## config.mk

```make
export PLATFORM = sky130hd
export DESIGN_NAME = base64_stream_encoder_top
export DESIGN_NICKNAME = d
export VERILOG_FILES = /design/src/rtl/b64e_pkg.sv /design/src/rtl/base64_stream_encoder_top.sv /design/src/rtl/b64e_front.sv /design/src/rtl/b64e_queue.sv /design/src/rtl/b64e_back.sv
export SDC_FILE = /design/constraint.sdc
export NUM_CORES = 1
export LEC_CHECK = 0
export BUFFER_PORTS_ARGS = -buffer_cell sky130_fd_sc_hd__buf_2
export CAP_MARGIN = 30
export CORE_MARGIN = 10
export CORE_UTILIZATION = 35
export CTS_BUF_LIST = sky130_fd_sc_hd__clkbuf_2 sky130_fd_sc_hd__clkbuf_4 sky130_fd_sc_hd__clkbuf_8
export DETAILED_ROUTE_END_ITERATION = 8
export GPL_ROUTABILITY_DRIVEN = 0
export PLACE_DENSITY = 0.48
export SLEW_MARGIN = 20
export SYNTH_ARGS = -nofsm -noshare
export SYNTH_HDL_FRONTEND = slang
export SYNTH_SLANG_ARGS = --single-unit
```

## constraint.sdc

```tcl
create_clock -name clk -period 5.17 [get_ports clk]
set_clock_uncertainty 0.05 [all_clocks]
set_input_delay 0.2585 -clock clk [delete_from_list [all_inputs] [get_ports clk]]
set_output_delay 0.2585 -clock clk [all_outputs]
set_load 0.02 [all_outputs]
```

## src/rtl/b64e_pkg.sv

```systemverilog
`timescale 1ns / 1ps
`default_nettype none
// ----------------------------------------------------------------------------
// b64e_pkg
// Types, constants and the character mapping shared by the Base64 encoder.
// ----------------------------------------------------------------------------
package b64e_pkg;

  localparam int QUEUE_DEPTH = 2;

  localparam int CHAR_W = 7;
  localparam int SEXTET_W = 6;

  localparam logic [CHAR_W-1:0] PAD_CHAR = 7'd61;
  localparam logic [CHAR_W-1:0] PLUS_CHAR = 7'd43;
  localparam logic [CHAR_W-1:0] SLASH_CHAR = 7'd47;
  localparam logic [CHAR_W-1:0] UPPER_A = 7'd65;
  localparam logic [CHAR_W-1:0] LOWER_A = 7'd71;
  localparam logic [CHAR_W-1:0] DIGIT_0 = 7'd4;

  localparam logic [1:0] POS_FIRST = 2'd0;
  localparam logic [1:0] POS_SECOND = 2'd1;
  localparam logic [1:0] POS_THIRD = 2'd2;

  // One group of up to four characters produced by one input byte.
  typedef struct packed {
    logic [3:0][CHAR_W-1:0] chars;
    logic [1:0]             last_idx;
    logic                   last;
  } b64e_job_t;

  function automatic logic [CHAR_W-1:0] sextet_char(input logic [SEXTET_W-1:0] v);
    logic [CHAR_W-1:0] c;
    c = {1'b0, v};
    if (v < 6'd26) begin
      sextet_char = c + UPPER_A;
    end else if (v < 6'd52) begin
      sextet_char = c + LOWER_A;
    end else if (v < 6'd62) begin
      sextet_char = c - DIGIT_0;
    end else if (v == 6'd62) begin
      sextet_char = PLUS_CHAR;
    end else begin
      sextet_char = SLASH_CHAR;
    end
  endfunction

endpackage
`default_nettype wire

```

## src/rtl/base64_stream_encoder_top.sv

```systemverilog
`timescale 1ns / 1ps
`default_nettype none
// ----------------------------------------------------------------------------
// base64_stream_encoder_top
// Streaming Base64 encoder with '=' padding, one byte in and one character
// out per beat.
// ----------------------------------------------------------------------------
// A byte is taken whenever the group queue has room; each byte turns into
// one to four characters, which leave through a registered output at one
// character per cycle while pop is held. The first character of a byte
// passes through the group queue, the job register and the output register.
// Sustained throughput is set by the one-character output port: four
// characters per three bytes in a message, plus padding after its last byte.
module base64_stream_encoder_top #(
  parameter int QUEUE_DEPTH = b64e_pkg::QUEUE_DEPTH
) (
  input  wire logic       clk,
  input  wire logic       rst_n,
  input  wire logic [7:0] in_data_byte,
  input  wire logic       in_final_byte,
  input  wire logic       push,
  output logic            full,
  output logic [6:0]      out_char,
  output logic            out_end_of_text,
  output logic            empty,
  input  wire logic       pop
);

  b64e_pkg::b64e_job_t wr_job;
  b64e_pkg::b64e_job_t rd_job;
  logic q_full;
  logic q_push;
  logic rd_en;
  logic rd_valid;

  b64e_front u_front (
    .clk        (clk),
    .rst_n      (rst_n),
    .data_byte  (in_data_byte),
    .final_byte (in_final_byte),
    .push       (push),
    .full       (full),
    .q_full     (q_full),
    .q_push     (q_push),
    .q_job      (wr_job)
  );

  b64e_queue #(
    .Depth (QUEUE_DEPTH)
  ) u_queue (
    .clk      (clk),
    .rst_n    (rst_n),
    .wr_en    (q_push),
    .wr_job   (wr_job),
    .q_full   (q_full),
    .rd_en    (rd_en),
    .rd_valid (rd_valid),
    .rd_job   (rd_job)
  );

  b64e_back u_back (
    .clk             (clk),
    .rst_n           (rst_n),
    .rd_valid        (rd_valid),
    .rd_job          (rd_job),
    .rd_en           (rd_en),
    .out_char        (out_char),
    .out_end_of_text (out_end_of_text),
    .empty           (empty),
    .pop             (pop)
  );

endmodule
`default_nettype wire

```

## src/rtl/b64e_front.sv

```systemverilog
`timescale 1ns / 1ps
`default_nettype none
// ----------------------------------------------------------------------------
// b64e_front
// Accepts message bytes, tracks the group position and builds each byte's
// group of output characters for the queue.
// ----------------------------------------------------------------------------
module b64e_front (
  input  wire logic               clk,
  input  wire logic               rst_n,
  input  wire logic [7:0]         data_byte,
  input  wire logic               final_byte,
  input  wire logic               push,
  output logic                    full,
  input  wire logic               q_full,
  output logic                    q_push,
  output b64e_pkg::b64e_job_t     q_job
);

  logic [1:0] pos_r;
  logic [1:0] pos_nxt;
  logic [3:0] left_r;
  logic [3:0] left_nxt;
  logic       accept;

  assign full = q_full;
  assign accept = push && !q_full;
  assign q_push = accept;

  always_comb begin
    q_job.chars = {4{b64e_pkg::PAD_CHAR}};
    q_job.last_idx = 2'd0;
    q_job.last = final_byte;
    pos_nxt = b64e_pkg::POS_FIRST;
    left_nxt = 4'd0;
    unique case (pos_r)
      b64e_pkg::POS_SECOND: begin
        q_job.chars[0] = b64e_pkg::sextet_char({left_r[1:0], data_byte[7:4]});
        if (final_byte) begin
          q_job.chars[1] = b64e_pkg::sextet_char({data_byte[3:0], 2'b00});
          q_job.last_idx = 2'd2;
        end else begin
          pos_nxt = b64e_pkg::POS_THIRD;
          left_nxt = data_byte[3:0];
        end
      end
      b64e_pkg::POS_THIRD: begin
        q_job.chars[0] = b64e_pkg::sextet_char({left_r, data_byte[7:6]});
        q_job.chars[1] = b64e_pkg::sextet_char(data_byte[5:0]);
        q_job.last_idx = 2'd1;
      end
      default: begin
        q_job.chars[0] = b64e_pkg::sextet_char(data_byte[7:2]);
        if (final_byte) begin
          q_job.chars[1] = b64e_pkg::sextet_char({data_byte[1:0], 4'b0000});
          q_job.last_idx = 2'd3;
        end else begin
          pos_nxt = b64e_pkg::POS_SECOND;
          left_nxt = {2'b00, data_byte[1:0]};
        end
      end
    endcase
  end

  always_ff @(posedge clk) begin
    if (!rst_n) begin
      pos_r <= b64e_pkg::POS_FIRST;
      left_r <= 4'd0;
    end else if (accept) begin
      pos_r <= pos_nxt;
      left_r <= left_nxt;
    end
  end

  a_final_restarts: assert property (@(posedge clk) disable iff (!rst_n)
    (accept && final_byte) |=> (pos_r == b64e_pkg::POS_FIRST && left_r == 4'd0))
    else $error("group did not restart after the last byte");

  a_pos_valid: assert property (@(posedge clk) disable iff (!rst_n)
    (accept && pos_r == b64e_pkg::POS_FIRST && !final_byte) |=>
      (pos_r == b64e_pkg::POS_SECOND && left_r[3:2] == 2'b00))
    else $error("first byte of a group left a wrong state");

endmodule
`default_nettype wire

```

## src/rtl/b64e_queue.sv

```systemverilog
`timescale 1ns / 1ps
`default_nettype none
// ----------------------------------------------------------------------------
// b64e_queue
// Short first-in first-out queue of character groups between the front
// and back parts.
// ----------------------------------------------------------------------------
module b64e_queue #(
  parameter int Depth = b64e_pkg::QUEUE_DEPTH
) (
  input  wire logic               clk,
  input  wire logic               rst_n,
  input  wire logic               wr_en,
  input  b64e_pkg::b64e_job_t     wr_job,
  output logic                    q_full,
  input  wire logic               rd_en,
  output logic                    rd_valid,
  output b64e_pkg::b64e_job_t     rd_job
);

  localparam int PtrW = (Depth > 1) ? $clog2(Depth) : 1;
  localparam int CntW = $clog2(Depth + 1);

  b64e_pkg::b64e_job_t mem_r [Depth];
  logic [PtrW-1:0] wr_ptr_r;
  logic [PtrW-1:0] rd_ptr_r;
  logic [CntW-1:0] count_r;
  logic            do_wr;
  logic            do_rd;

  assign q_full = (count_r == CntW'(Depth));
  assign rd_valid = (count_r != '0);
  assign do_wr = wr_en && !q_full;
  assign do_rd = rd_en && rd_valid;
  assign rd_job = mem_r[rd_ptr_r];

  always_ff @(posedge clk) begin
    if (do_wr) begin
      mem_r[wr_ptr_r] <= wr_job;
    end
  end

  always_ff @(posedge clk) begin
    if (!rst_n) begin
      wr_ptr_r <= '0;
      rd_ptr_r <= '0;
      count_r <= '0;
    end else begin
      if (do_wr) begin
        wr_ptr_r <= (wr_ptr_r == PtrW'(Depth - 1)) ? '0 : wr_ptr_r + 1'b1;
      end
      if (do_rd) begin
        rd_ptr_r <= (rd_ptr_r == PtrW'(Depth - 1)) ? '0 : rd_ptr_r + 1'b1;
      end
      if (do_wr && !do_rd) begin
        count_r <= count_r + 1'b1;
      end else if (do_rd && !do_wr) begin
        count_r <= count_r - 1'b1;
      end
    end
  end

  a_count_bound: assert property (@(posedge clk) disable iff (!rst_n)
    count_r <= CntW'(Depth))
    else $error("queue count exceeds its depth");

endmodule
`default_nettype wire

```

## src/rtl/b64e_back.sv

```systemverilog
`timescale 1ns / 1ps
`default_nettype none
// ----------------------------------------------------------------------------
// b64e_back
// Takes character groups from the queue and sends them out one character
// per beat through an output register.
// ----------------------------------------------------------------------------
module b64e_back (
  input  wire logic               clk,
  input  wire logic               rst_n,
  input  wire logic               rd_valid,
  input  b64e_pkg::b64e_job_t     rd_job,
  output logic                    rd_en,
  output logic [6:0]              out_char,
  output logic                    out_end_of_text,
  output logic                    empty,
  input  wire logic               pop
);

  b64e_pkg::b64e_job_t job_r;
  logic       job_valid_r;
  logic [1:0] idx_r;
  logic [6:0] char_r;
  logic       eot_r;
  logic       out_valid_r;
  logic       advance;
  logic       job_done;

  assign advance = job_valid_r && (!out_valid_r || pop);
  assign job_done = advance && (idx_r == job_r.last_idx);
  assign rd_en = rd_valid && (!job_valid_r || job_done);

  assign out_char = char_r;
  assign out_end_of_text = eot_r;
  assign empty = !out_valid_r;

  always_ff @(posedge clk) begin
    if (rd_en) begin
      job_r <= rd_job;
    end
    if (advance) begin
      char_r <= job_r.chars[idx_r];
      eot_r <= job_done && job_r.last;
    end
  end

  always_ff @(posedge clk) begin
    if (!rst_n) begin
      job_valid_r <= 1'b0;
      idx_r <= 2'd0;
      out_valid_r <= 1'b0;
    end else begin
      if (rd_en) begin
        job_valid_r <= 1'b1;
        idx_r <= 2'd0;
      end else if (job_done) begin
        job_valid_r <= 1'b0;
      end else if (advance) begin
        idx_r <= idx_r + 1'b1;
      end
      if (advance) begin
        out_valid_r <= 1'b1;
      end else if (pop) begin
        out_valid_r <= 1'b0;
      end
    end
  end

  a_idx_bound: assert property (@(posedge clk) disable iff (!rst_n)
    job_valid_r |-> (idx_r <= job_r.last_idx))
    else $error("character index ran past the end of its group");

endmodule
`default_nettype wire

```

==> flow_summary.toml, run 1 <==
[status]
status = "finished, final reports clean"

[floorplanning]
rows = 42
initial_core_util = 0.360
die_h_um = 137
die_x_um = 137
coreArea_um2 = 13400
ioPinCount = 23
dieArea_um2 = 18900

[sta]
drv_slew = 0
finalSetupTns_ns = 0
rsz0062_at_grt = "false"
timing.hold.ws_ns = 0.210
max_freq_mhz = 363
setup_viol = 0
fin_crit_sh = 0.533
hold_violations = 0
slew_headroom = 0.379
tightestPinTransition_ns = 0.929
fin_crit_ns = 2.76

[critical_path]
startpoint_type = "flop"
cp_data_arrival_time_ns = 2.82
rr_worst_depth = 6
cp.required_ns = 5.24
criticalPathCategory = "reg -> reg"
r2r-end = "u_queue.mem_r[0][6]"
reg2reg_slack_ns = 2.41
path_max_fanout = 13
end_kind = "flop"
worstReg2RegStart = "u_front.left_r[0]"

[global_route]
grt_max_degree = 24
gr-total-overflow = 0
grtUsageTotal = 0.128
grt_first_pass_wirelength_um = 19500
grt_pass1_vias = 3629
antenna_found_initial = 0

[hold_path]
hp-class = "in -> reg"
holdPathEnd = "u_back.out_valid_r"
hold_path_startpoint = "pop"
whs_path_depth = 3

[route]
wl_met1_um = 5400
route.met3.wl_um = 456
drc_errors = 0
wl_met2_um = 5820
routed.top_layer = "met4"
vias_per_cell = 5.54
ant_nets = 0
wire_per_inst_um = 17.8
drtPass1Iterations = 5
routed_wl_um = 11900
via_count = 3715
drtIter0Drc = 352

[synthesis]
synthArstFlopShare = 0
avgSynthCellArea_um2 = 9.96
netlist_instances = 485
synth_ff_type = "edfxtp_1"
ys_seq_elements = 73
synth_area_leaders = "edfxtp_1 37%, ha_1 6.5%, dfxtp_1 5.8%, mux2_2 5.1%, xnor2_1 3.3%"
syn_area_um2 = 4830
synth.top_cell.area_share = 0.367
synth_edf_count = 59
ys_seq_area_frac = 0.425
yosysTopAreaCell = "edfxtp_1"
yosys_warnings = 0
synth_cell_type_count = 66
syn_nets = 523

[cts]
cts-root-buf = "clkbuf_8"
cts_sinks = 73
postCtsHoldBufs = 0
post_cts_resized = 0
clk_pin_slew_ns = 0.07
cts_buffers = 9
h-tree-depth = 3
clockBufferDepth = 2
clkLatencyLatePin_ns = 0.33
cts_tree = "yes"
cts_setup_buffers = 0

[cells_and_area]
design_area_um2 = 5190
fin_nets = 527
postLayoutCoreUtil = 0.387
diodes = 0
final_layout_size_suffix_gt1_frac = 0.148
final_cell_mix = "59 x edfxtp_1, 35 x nand2_1, 29 x nor2_1, 28 x a21oi_1, 26 x inv_1"
layout_commonest_cell = "edfxtp_1"
area_growth_pct = 7.49

[power_and_ir_drop]
irDropWorstVdd_mv = 0.146
cellPowerDensity_nw_per_um2 = 369
leakage_nw = 1.84

[placed_design]
dpl_cell_area_um2 = 5000
dp_hpwl_um = 8770
port_buffers = 22

[run]
maxCapViolCount = 0
registers in the layout, indices dropped and copies added (netlist names):
name	flops
u_front.left_r	4
u_front.pos_r	2
u_back.job_valid_r	1
u_queue.wr_ptr_r	1
u_back.job_r	17
u_back.idx_r	2
u_queue.count_r	2
u_queue.mem_r	34
u_back.out_end_of_text	1
u_queue.rd_ptr_r	1
u_back.out_char	7
u_back.out_valid_r	1
cell families (layout without fill, tap and decap cells):
family | count (synthesis) | in the layout | synth area share
AND/OR/NAND/NOR | 141 | 141 | 0.147
adder cells (fa/ha/maj) | 25 | 25 | 0.0648
multiplexers | 29 | 29 | 0.0661
flip-flops | 73 | 73 | 0.425
XOR/XNOR | 21 | 21 | 0.0381
buffers and inverters | 59 | 68 | 0.0583
AO/OA/AOI/OAI | 137 | 137 | 0.201
cell usage after synthesis (all sizes together) (4+ instances only):
library cell,count
o211ai,8
a211oi,4
edfxtp,59
nand2b,11
o311ai,5
a221oi,4
nand3,12
o31ai,5
ha,25
o221ai,5
a32oi,4
a31oi,8
mux2i,6
mux2,23
xnor2,18
and2,6
o21ai,26
inv,27
a21oi,29
buf,22
a22oi,7
nand2,35
nor2b,18
nor3,13
clkbuf,9
a211o,10
nor2,32
dfxtp,14
power by group:
group / internal [W] / switching (W) / total [W] / leakage, nW
logic: 0.000234 / 0.000333 / 0.000567 / 1.08
registers: 0.000838 / 0.0000845 / 0.000922 / 0.662
clock network: 0.000236 / 0.000192 / 0.000428 / 0.102
critical path: stages, from the launching register on:
cell and delay (ns):
dfxtp_1 0.66, ha_1 0.41, nor2b_1 0.60, nor3_2 0.14, o21ai_0 0.19, a32oi_1 0.13, o311ai_1 0.37
per-layer routing:
metal / track usage / up-vias
met3: 0.0171 / 21
met5: 0 / -
met2: 0.216 / 111
met4: 0.0433 / 0
li1: - / 1799
met1: 0.165 / 1784
worst max path at each step:
stage                 startpoint                   end  slack (ns)  cells after the start
2_1_floorplan    in_data_byte[1]  u_queue.mem_r[0][14]        2.68                     11
3_3_place_gp     in_data_byte[3]  u_queue.mem_r[0][15]        2.22                      8
3_5_place_dp     in_data_byte[3]  u_queue.mem_r[1][15]        2.19                      8
4_1_cts        u_front.left_r[0]   u_queue.mem_r[1][6]        2.47                      6
5_1_grt        u_front.left_r[0]   u_queue.mem_r[1][6]        2.16                      6
6_report       u_front.left_r[0]   u_queue.mem_r[0][6]        2.41                      6
per-stage QoR:
step / setup slack, ns / total power, W / instances
2_1_floorplan: 2.68 / 0.00135 / 485
3_3_place_gp: 2.22 / 0.00150 / 654
3_5_place_dp: 2.19 / 0.00151 / 654
4_1_cts: 2.47 / 0.00195 / 670
5_1_grt: 2.16 / 0.00204 / 670
6_report: 2.41 / 0.00192 / 670
final cells by class:
| cell class | instances | area (um2) |
|---|---|---|
| Clock buffer | 12 | 146 |
| Multi-Input combinational cell | 353 | 2500 |
| Timing Repair Buffer | 24 | 125 |
| Fill cell | 1372 | 8210 |
| Clock inverter | 4 | 43.8 |
| Inverter | 28 | 105 |
| Sequential cell | 73 | 2050 |
| Tap cell | 176 | 220 |
(Power assumes the default switching activity.)
==> run 2, diff against run 1 <==
--- a/config.mk
+++ b/config.mk
@@ -12,7 +12,7 @@
 export CTS_BUF_LIST = sky130_fd_sc_hd__clkbuf_2 sky130_fd_sc_hd__clkbuf_4 sky130_fd_sc_hd__clkbuf_8
 export DETAILED_ROUTE_END_ITERATION = 8
 export GPL_ROUTABILITY_DRIVEN = 0
-export PLACE_DENSITY = 0.48
+export PLACE_DENSITY = 0.5
 export SLEW_MARGIN = 20
 export SYNTH_ARGS = -nofsm -noshare
 export SYNTH_HDL_FRONTEND = slang
==> constraint.sdc (replaced) <==
create_clock -name clk -period 2.35 [get_ports clk]
set_clock_uncertainty 0.05 [all_clocks]
set_input_delay 0.1175 -clock clk [delete_from_list [all_inputs] [get_ports clk]]
set_output_delay 0.1175 -clock clk [all_outputs]
set_load 0.02 [all_outputs]
==> flow_summary.toml, run 2 (same netlist as run 1, synthesis figures left out) <==
[status]
status = "finished, final reports clean"

[cells_and_area]
final_layout_size_suffix_gt1_frac = 0.209
top_register = "u_queue.mem_r"
layout_commonest_cell = "edfxtp_1"
nFillCells = 1313
largest_reg_flops = 34
fin_nets = 564
stdcell_count = 707
area_growth_pct = 14.1
multiInputGateArea_um2 = 2490
regArea_um2 = 2050
diodes = 0
postLayoutCoreUtil = 0.411
final_cell_mix = "59 x edfxtp_1, 38 x buf_4, 35 x nand2_1, 30 x nor2_1, 28 x a21oi_1"
design_area_um2 = 5510

[sta]
slew_headroom = 0.614
fin_crit_ns = 2.19
max_freq_mhz = 456
rsz0062_at_grt = "false"
tightestPinTransition_ns = 0.572
fin_crit_sh = 0.934
drv_slew = 0
hold_violations = 0
finalSetupTns_ns = 0
setup_viol = 0

[cts]
clk_pin_slew_ns = 0.09
cts_tree = "yes"
cts_sinks = 73
postCtsHoldBufs = 0
clkLatencyLatePin_ns = 0.35
cts_setup_buffers = 0
clockBufferDepth = 2
cts-root-buf = "clkbuf_8"
h-tree-depth = 3
post_cts_resized = 0
cts_buffers = 9

[power_and_ir_drop]
irDropWorstVdd_mv = 0.316
power.total_w = 0.00447
cellPowerDensity_nw_per_um2 = 811
leakage_nw = 2.03

[critical_path]
cp.required_ns = 2.51
end_kind = "flop"
critPathMaxStageDelay_ns = 0.44
crit_chain = "inv_1, ha_1, nor2_1, nor3_2, o21ai_0, a32oi_1, o311ai_1, buf_4"
path_max_fanout = 4
slowest_stage = "o311ai_1"
cp_data_arrival_time_ns = 2.35
startpoint_type = "flop"
criticalPathCategory = "reg -> reg"

[placed_design]
place_inst = 691
dpl_cell_area_um2 = 5290
dp_hpwl_um = 9170
port_buffers = 22

[floorplanning]
dieArea_um2 = 18900
die_h_um = 137
rows = 42
die_x_um = 137
initial_core_util = 0.360
coreArea_um2 = 13400
ioPinCount = 23

[route]
wire_per_inst_um = 17.1
ant_nets = 0
drtPass1Iterations = 5
via_count = 3832
routed_wl_um = 12100
drtIter0Drc = 358
drc_errors = 0
vias_per_cell = 5.42

[hold_path]
hp-class = "in -> reg"

[global_route]
grt_max_degree = 19
antenna_found_initial = 0
gr-total-overflow = 0
grtUsageTotal = 0.131
grt_first_pass_wirelength_um = 19600
grt_pass1_vias = 3718

[run]
maxCapViolCount = 0
[run 2: worst max-delay path: cells and delay by family, from the launching register on]
kind | cells | cell delay [ns]
compound gates | 3 | 0.72
fa+ha+maj | 1 | 0.22
buf+inv | 2 | 0.30
flops | 1 | 0.38
simple gates | 2 | 0.38
[run 2: routing by layer]
layer	vias to the layer above	GRT usage	part of all wire
li1	1877	-	-
met1	1807	0.166	0.44
met2	122	0.218	0.48
met3	26	0.0284	0.055
met4	0	0.0351	0.019
met5	-	0	0
[run 2: power breakdown]
part | total, W | switching [W] | internal [W]
sequential | 0.00194 | 0.000102 | 0.00184
clock | 0.00107 | 0.000462 | 0.000613
combinational | 0.00145 | 0.000835 | 0.000616
[run 2: final timing paths]
kind,start,to,slack (ns),depth (start not counted)
setup / recovery,u_front.left_r[1],u_queue.mem_r[0][6],0.16,8
hold / removal,pop,u_back.out_valid_r,0.04,3
hold reg to reg,u_back.job_valid_r,u_back.out_valid_r,0.44,2
setup reg to reg,u_front.left_r[1],u_queue.mem_r[0][6],0.16,8
[run 2: area by class of cell]
cell class	instances	share of cell area
Inverter	28	0.0191
Multi-Input combinational cell	353	0.453
Timing Repair Buffer	61	0.0754
Clock buffer	10	0.0238
Tap cell	176	0.0400
Clock inverter	6	0.0166
Sequential cell	73	0.373
[run 2: metrics by stage]
stage                     worst slack (ns)  hold slack [ns]
after floorplan                    0.00303            0.166
after global routing               0.00261           0.0532
final                                0.156           0.0437
after CTS                            0.150           0.0307
after detailed placement           -0.0292            0.416
after global placement             -0.0658            0.406
==> run 3, diff against run 2 <==
--- a/config.mk
+++ b/config.mk
@@ -7,6 +7,7 @@
 export LEC_CHECK = 0
 export BUFFER_PORTS_ARGS = -buffer_cell sky130_fd_sc_hd__buf_2
 export CAP_MARGIN = 30
+export CORE_ASPECT_RATIO = 0.75
 export CORE_MARGIN = 10
 export CORE_UTILIZATION = 35
 export CTS_BUF_LIST = sky130_fd_sc_hd__clkbuf_2 sky130_fd_sc_hd__clkbuf_4 sky130_fd_sc_hd__clkbuf_8
==> flow_summary.toml, run 3 (same netlist as run 1, synthesis figures left out) <==
[floorplanning]
ioPinCount = 23
dieArea_um2 = 18900
die_h_um = 122
rows = 37
initial_core_util = 0.355
coreArea_um2 = 13600
die_x_um = 156

[placed_design]
dp_hpwl_um = 9470
port_buffers = 22
place_inst = 692
dp_slack_ns = 0.0376

[hold_path]
hp-class = "in -> reg"
hold_path_startpoint = "in_final_byte"

[cts]
clockBufferDepth = 2
postCtsHoldBufs = 0
cts_buffers = 9
cts_tree = "yes"
clkLatencyLatePin_ns = 0.34
cts_setup_buffers = 0
cts-root-buf = "clkbuf_8"
clk_pin_slew_ns = 0.08
h-tree-depth = 3
cts_sinks = 73

[power_and_ir_drop]
switching_power_w = 0.00141
leakage_nw = 2.05
clockPowerShare = 0.235
cellPowerDensity_nw_per_um2 = 811
seqPwrFrac = 0.430
irDropWorstVdd_mv = 0.523
pwr-share-comb = 0.334
p_sw_frac = 0.314
p_int_w = 0.00308

[critical_path]
cp_common_cell = "buf_4"
critPathMaxStageDelay_ns = 0.35
slowest_stage = "a32oi_1"
criticalPathCategory = "reg -> reg"
crit_chain = "buf_4, ha_2, or2_2, a21oi_1, o21ai_0, a32oi_1, o311ai_2, buf_4"
worstReg2RegStart = "u_front.left_r[0]"
startpoint_type = "flop"
cp.required_ns = 2.40
end_kind = "flop"
cp_data_arrival_time_ns = 2.36
path_max_fanout = 11
crit_start = "u_front.left_r[0]"

[sta]
hold_violations = 0
fin_crit_sh = 0.982
fin_ws_ns = 0.0416
fin_crit_ns = 2.31
drv_slew = 0
max_freq_mhz = 433
setup_viol = 0
slew_headroom = 0.620
tightestPinTransition_ns = 0.563
finalSetupTns_ns = 0

[cells_and_area]
area_growth_pct = 14.8
regArea_um2 = 2050
top_register = "u_queue.mem_r"
diodes = 0
layout_commonest_cell = "edfxtp_1"
final_cell_mix = "59 x edfxtp_1, 40 x buf_4, 35 x nand2_1, 29 x nor2_1, 28 x a21oi_1"
postLayoutCoreUtil = 0.407
final_layout_size_suffix_gt1_frac = 0.218
multiInputGateArea_um2 = 2520
nFillCells = 1345
fin_nets = 566
largest_reg_flops = 34
stdcell_count = 708

[route]
via_count = 3875
drc_errors = 0
vias_per_cell = 5.47
ant_nets = 0
wire_per_inst_um = 17.7
drtIter0Drc = 277
routed_wl_um = 12500
drtPass1Iterations = 5

[global_route]
grt_first_pass_wirelength_um = 20300
grt_pass1_vias = 3674
antenna_found_initial = 0
grt_max_degree = 19
gr-total-overflow = 0
grtUsageTotal = 0.133

[status]
status = "finished, final reports clean"

[run]
maxCapViolCount = 0
-- run 3: cell types whose count changed in the layout (fill, tap and decap cells not counted), moves of 2 or more --
cell        before  now
ha_2             0    2
clkinvlp_4       3    0
buf_4           38   40
ha_1            25   23
clkinv_2         0    2
-- run 3: area by class of cell --
cell class / count / area share
inverters: 28 / 0.0190
well taps: 175 / 0.0395
multi-input cells: 353 / 0.455
flip-flops and latches: 73 / 0.370
repair buffers: 63 / 0.0776
clock inverters: 6 / 0.0149
clock buffers: 10 / 0.0237
-- run 3: power by group through the flow --
stage / registers (W) / clock network [W] / logic, W
after detailed placement: 0.00197 / 0 / 0.00151
after CTS: 0.00194 / 0.00108 / 0.00152
after floorplan: 0.00202 / 0 / 0.000948
after global routing: 0.00197 / 0.00114 / 0.00167
after global placement: 0.00196 / 0 / 0.00150
final: 0.00193 / 0.00106 / 0.00150
-- run 3: timing repair --
action	in CTS	in global routing
setup endpoints to repair	0	6
gates resized for setup	0	8
endpoints found under the hold margin	0	0
-- run 3: path summary, 6_finish.rpt --
check                                           end  slack (ns)  cells after the start
worst max-delay path            u_queue.mem_r[1][6]        0.04                      8
worst min-delay path            u_queue.mem_r[1][0]        0.03                      1
worst max register to register  u_queue.mem_r[1][6]        0.04                      8
worst min register to register   u_back.out_valid_r        0.45                      2
-- run 3: critical path, delay by kind of cell (launching register included) --
kind                     cells  cell delay (ns)
adder cells (fa/ha/maj)      1             0.22
flip-flops                   1             0.34
AO/OA/AOI/OAI                4             0.77
buffers and inverters        2             0.37
AND/OR/NAND/NOR              1             0.32
-- run 3: layer usage --
metal | global-route usage | vias to the layer above | share of wire
li1 | - | 1887 | -
met1 | 0.202 | 1849 | 0.51
met2 | 0.190 | 129 | 0.43
met3 | 0.0239 | 10 | 0.060
met4 | 0.0303 | 0 | 0.0088
met5 | 0 | - | 0
-- run 3: through the flow --
step	cell area (um2)	power [W]	hold WS, ns
after CTS	5520	0.00454	0.0203
after global routing	5550	0.00477	0.0224
after floorplan	4830	0.00296	0.166
after detailed placement	5300	0.00348	0.383
final	5550	0.00450	0.0326
after global placement	5300	0.00346	0.383
